[src/sv/lodsel_pkg.sv]
`timescale 1ns / 1ps

package lodsel_pkg;

  localparam int NUM_CLUSTERS = 64;
  localparam int NUM_LEVELS   = 4;

  localparam int CL_W      = $clog2(NUM_CLUSTERS);
  localparam int LV_W      = 2;
  localparam int CNT_W     = 3;
  localparam int TGT_W     = 3;
  localparam int POS_W     = 24;
  localparam int DIST_W    = 24;
  localparam int SCALE_W   = 16;
  localparam int HYST_W    = 8;
  localparam int K_W       = HYST_W + 1;
  localparam int S2_W      = 2 * SCALE_W;
  localparam int MAG_W     = POS_W + 1;
  localparam int MA_W      = 25;
  localparam int MB_W      = DIST_W + K_W;
  localparam int PROD_W    = MA_W + MB_W;
  localparam int ACC_W     = 82;
  localparam int PROXY_W   = $clog2(NUM_CLUSTERS + 1);
  localparam int SW_AW     = CL_W + LV_W;
  localparam int CFG_IDX_W = 1;
  localparam int CFG_DW    = SCALE_W;

  typedef enum logic [1:0] {
    KIND_QUERY  = 2'd0,
    KIND_CENTER = 2'd1,
    KIND_SWITCH = 2'd2,
    KIND_COUNT  = 2'd3
  } kind_t;

  localparam logic [CFG_IDX_W-1:0] REG_DIST_SCALE = 1'b0;
  localparam logic [CFG_IDX_W-1:0] REG_HYST       = 1'b1;

  localparam logic [SCALE_W-1:0] SCALE_RESET = SCALE_W'(256);
  localparam logic [K_W-1:0]     K_UNITY     = K_W'(256);

  // level -1: original objects shown
  localparam logic signed [TGT_W-1:0] LVL_NONE  = -3'sd1;
  localparam logic [CNT_W-1:0]        MAX_COUNT = CNT_W'(NUM_LEVELS);

  typedef struct packed {
    logic issue;
    logic clr;
    logic shift;
  } mac_op_t;

  typedef struct packed {
    logic rd_en;
    logic center_we;
    logic switch_we;
    logic count_we;
    logic active_we;
    logic switch_re;
  } tbl_ctl_t;

endpackage

[src/sv/lodsel_mac.sv]
`timescale 1ns / 1ps

module lodsel_mac (
  input  logic                                 clk,
  input  logic                                 rst,
  input  lodsel_pkg::mac_op_t                  op,
  input  logic [lodsel_pkg::MA_W-1:0]          a,
  input  logic [lodsel_pkg::MB_W-1:0]          b,
  output logic [lodsel_pkg::ACC_W-1:0]         acc
);
  import lodsel_pkg::*;

  logic [PROD_W-1:0] prod;
  logic              prod_vld;
  logic              prod_clr;
  logic              prod_sh;
  logic [ACC_W-1:0]  addend;

  always_ff @(posedge clk) begin
    if (rst) begin
      prod_vld <= 1'b0;
    end else begin
      prod_vld <= op.issue;
    end
    prod     <= PROD_W'(a) * PROD_W'(b);
    prod_clr <= op.clr;
    prod_sh  <= op.shift;
  end

  // shifted form carries the upper partial product
  assign addend = prod_sh ? ACC_W'({prod, MA_W'(0)}) : ACC_W'(prod);

  always_ff @(posedge clk) begin
    if (prod_vld) begin
      acc <= prod_clr ? addend : acc + addend;
    end
  end

endmodule

[config.mk]
export PLATFORM = sky130hd
export DESIGN_NAME = lodsel_mac
export DESIGN_NICKNAME = d
export VERILOG_FILES = /design/src/sv/lodsel_pkg.sv /design/src/sv/lodsel_mac.sv
export SDC_FILE = /design/constraint.sdc
export NUM_CORES = 2
export LEC_CHECK = 0
export BUFFER_PORTS_ARGS = -buffer_cell sky130_fd_sc_hd__buf_2
export CELL_PAD_IN_SITES_DETAIL_PLACEMENT = 1
export CELL_PAD_IN_SITES_GLOBAL_PLACEMENT = 2
export CORE_ASPECT_RATIO = 1.4
export CORE_UTILIZATION = 37
export DETAILED_ROUTE_END_ITERATION = 10
export PLACE_DENSITY = 0.78
export SLEW_MARGIN = 20
export SYNTH_ARGS = -nofsm -noshare
export SYNTH_HDL_FRONTEND = slang
export SYNTH_SLANG_ARGS = --single-unit
[constraint.sdc]
create_clock -name clk -period 7.18 [get_ports clk]
set_clock_uncertainty 0.05 [all_clocks]
set_input_delay 0.359 -clock clk [delete_from_list [all_inputs] [get_ports clk]]
set_output_delay 0.359 -clock clk [all_outputs]
set_load 0.005 [all_outputs]
==> out/summary.md <==
The run finished with clean final reports. The worst register-to-register path begins at prod_sh$_DFF_P_. The worst path meets setup with 0.330 ns of slack. The transition time at the pin with the least slew margin came out at 0.886 ns. In this run the deepest clock path goes through 3 buffers. The main flop type after synthesis is sky130_fd_sc_hd__edfxtp_1. Based on the critical path, the design can be clocked at up to 0.146 GHz. The xor and xnor fraction of the mapped netlist area is 0.0298.

The signal on the critical path passes through buf_2, nand2_1, fa_1, fa_1, inv_1, fa_1, fa_1, fa_1, fa_1, inv_1, fa_1, inv_1, ha_1, a21o_1, a21o_1, or3_1, nor3_2, o41ai_2, a311o_1, a21o_1, a221oi_2, xnor2_1. Counting I/O delays and the setup requirement, the final critical path takes 6.85 ns. The tools report the number of antenna violations at the first check in global routing as 1. The proportion of synthesized area in mux cells is 0.0135, and the number of fillers in the final layout is 11700. The cell that appears most often on the critical path is sky130_fd_sc_hd__fa_1. For the arrival time of the worst setup path, the log shows 7.21 ns. In this design, the stage delay of the slowest critical-path cell is 0.64 ns. The largest family of logic cells by synthesized area was adder cells. The max-slew violation count was 0; the total grt overflow was 0. The Yosys step of the flow raised 0 warnings. The synthesized-area fraction occupied by ao, oa, aoi and oai cells is 0.0992, and the total via count in the routed design is 29000. The aggregate global-route resource usage is 0.243, and the number of cells upsized or downsized after cts is 0. The horizontal die dimension was 269 um; the number of buffers created by CTS was 25. The share of synthesized cell area in full adder, half adder and majority cells is 0.477, and the floorplan die height is 376 um.

The total setup buffers inserted after CTS is 0. For the met3 global-route usage, the log shows 0.0171. Entering global routing, the biggest net connects 58 pins. sky130_fd_sc_hd__inv_1 is the most common cell in the netlist.

Synthesis produced 4183 cells. The number of detailed-routing iterations run before antenna repair came out at 5. The met1 usage is 0.294, and the peak fanout along the critical path is 20. Worst setup path startpoint: a[10]. By area the synthesized netlist is led by sky130_fd_sc_hd__fa_1 (38%), sky130_fd_sc_hd__ha_1 (9.3%), sky130_fd_sc_hd__inv_1 (8.1%). After synthesis the netlist holds a flip-flop and latch count of 143. The share of Yosys cell area claimed by the top area cell type came out at 0.385.

The iteration-0 DRC count of the detailed router is 1299, and the half-perimeter wire length after detailed placement is 103 mm. The number of enable-type register cells in the synthesized netlist is 82. Across the run, the number of max-cap violations was 0. Timing analysis after detailed placement gives a worst setup slack of -0.186 ns. For the number of hold-slack violations in the final timing report, the log shows 0. The final count of negative-setup-slack endpoints is 0.

The path class of the tightest hold or removal check is primary input to register. The run gives 0 as the number of design rule violations left after detail routing. STA classifies the critical path endpoint as a register.

Once detail routing completed, the nets flagged for antenna violations numbered 0. The commonest cells after synthesis are sky130_fd_sc_hd__inv_1 (795), sky130_fd_sc_hd__fa_1 (711), sky130_fd_sc_hd__nand2_1 (521), sky130_fd_sc_hd__and2_1 (464), sky130_fd_sc_hd__ha_1 (274). The area share of and/or/nand/nor cells after synthesis is 0.176. The region available for standard cell placement spans 98700 um^2. The met2 track utilization from global routing was 0.458. The cell area after synthesis is 37000 um^2. Counting distinct cell types in the post-synthesis netlist gives 95. The post-synthesis average cell area is 8.84 um^2, and the floorplan die area is 101000 um^2. The clock tree synthesis step divided the H-tree into 4 levels. The layout-stage area growth over the synthesis result was 10.0%.

For this design, the slowest cell found on the critical path is sky130_fd_sc_hd__fa_1. 145 I/O pins were placed. The share of post-route cells with drive strength above 1 was 0.101. The global-route wire length before repair came out at 191 mm. Clock latency on the worst-skew pair, taken at its later pin, is 0.50 ns.

The run gives 0.409 as the relative max-transition margin. After clock tree synthesis, the flow added hold-fix buffers numbering 3. In the final design database the tool counted 5350 nets. The total nets after synthesis was 5231.

The via count normalized by instance count is 5.15, and the worst endpoint required time is 7.54 ns. By startpoint and endpoint, the worst setup path is classified as primary input to register. met2 is the most crowded layer. Clock-pin slew was measured on the worst setup and hold paths at 0.06 ns. TritonCTS built the clock tree. The run gives 0.0996 as the sequential-to-total area share from yosys stat.

Setup repair after global routing left no endpoint under its margin. The number of I/O port buffers was 144; the detailed-route wire length per cell was 21.5 um. The synthesized design spends more area on one cell type than any other, namely sky130_fd_sc_hd__fa_1. The worst setup path is launched from a primary input. The tree is rooted in a sky130_fd_sc_hd__clkbuf_16. The run gives 33300 as the via count of the first global-routing pass. The aggregate routed wire length is 121 mm, and the number of standard-cell rows in the floorplan is 136.

The weighted congestion at the end of routability-driven global placement was 0.865; the total clock sinks was 143. The async set or reset register ratio after synthesis works out to 0. Share of the clock period used by the worst path after layout: 0.954. The starting density of the core was 0.375.

In this run the most critical hold path is launched from op[2].
layer usage:
metal	share of wire	wire length, um
met4	0.028	3380
met3	0.028	3330
met2	0.53	64000
met5	0.00011	13
met1	0.42	50200
cell usage in the layout (no fill, tap or decap), types with 17 or more instances in the layout:
cell type	count
sky130_fd_sc_hd__a21o_1	70
sky130_fd_sc_hd__a21oi_1	208
sky130_fd_sc_hd__and2_1	464
sky130_fd_sc_hd__and3_1	19
sky130_fd_sc_hd__buf_12	17
sky130_fd_sc_hd__buf_2	144
sky130_fd_sc_hd__buf_4	151
sky130_fd_sc_hd__clkbuf_16	26
sky130_fd_sc_hd__dfxtp_1	58
sky130_fd_sc_hd__edfxtp_1	82
sky130_fd_sc_hd__fa_1	711
sky130_fd_sc_hd__ha_1	274
sky130_fd_sc_hd__inv_1	795
sky130_fd_sc_hd__mux2_2	40
sky130_fd_sc_hd__nand2_1	521
sky130_fd_sc_hd__nand3_1	33
sky130_fd_sc_hd__nand4_1	46
sky130_fd_sc_hd__nor2_1	121
sky130_fd_sc_hd__nor2b_1	34
sky130_fd_sc_hd__nor3_1	23
sky130_fd_sc_hd__o21ai_0	103
sky130_fd_sc_hd__o21bai_1	29
sky130_fd_sc_hd__xnor2_1	75
sky130_fd_sc_hd__xor2_1	51
final timing paths:
kind                                             to  slack [ns]  cells after the start
worst min register to register    acc[81]$_DFFE_PP_        0.61                      2
worst max-delay path               prod[38]$_DFF_P_        0.33                     22
worst max register to register    acc[78]$_DFFE_PP_        2.51                     15
worst min-delay path            prod_vld$_SDFF_PP0_        0.05                      2
logic make-up after synthesis:
kind of cell,Yosys count
adder cells (fa/ha/maj),985
AO/OA/AOI/OAI,564
flip-flops,143
multiplexers,45
XOR/XNOR,126
buffers and inverters,1019
AND/OR/NAND/NOR,1301
through the flow:
stage / TNS [ns] / instance area [um^2] / hold slack, ns / util / std cells
5_1_grt: 0 / 40700 / 0.0771 / 0.412 / 5619
3_5_place_dp: -0.879 / 40000 / 0.461 / 0.405 / 5583
2_1_floorplan: 0 / 37000 / 0.337 / - / 4183
6_report: 0 / 40700 / 0.0472 / 0.412 / 5621
4_1_cts: 0 / 40700 / 0.0407 / 0.412 / 5619
3_3_place_gp: -0.370 / 40000 / 0.457 / 0.405 / 5583
layout make-up:
class	count	area [um^2]	area share
clock inverter	3	13.8	0.000338
timing repair buffer	315	2220	0.0547
multi-input combinational	3021	29500	0.724
inverter	796	2990	0.0734
antenna	2	5.00	0.000123
tap	1311	1640	0.0403
sequential	143	3690	0.0907
clock buffer	30	676	0.0166
flip-flops by register name, indices dropped and copies added, names as in the netlist:
name      cells
acc          82
prod_sh       1
prod_vld      1
prod_clr      1
prod         58
critical path, delay by kind of cell:
kind / cells / cell delay (ns)
compound gates: 6 / 1.32
xor+xnor: 1 / 0.18
simple gates: 3 / 0.68
buf+inv: 4 / 0.61
fa+ha+maj: 8 / 4.03
Power is not shown: default switching activity piles up to over one toggle a cycle in this logic, so the estimate is an artifact.
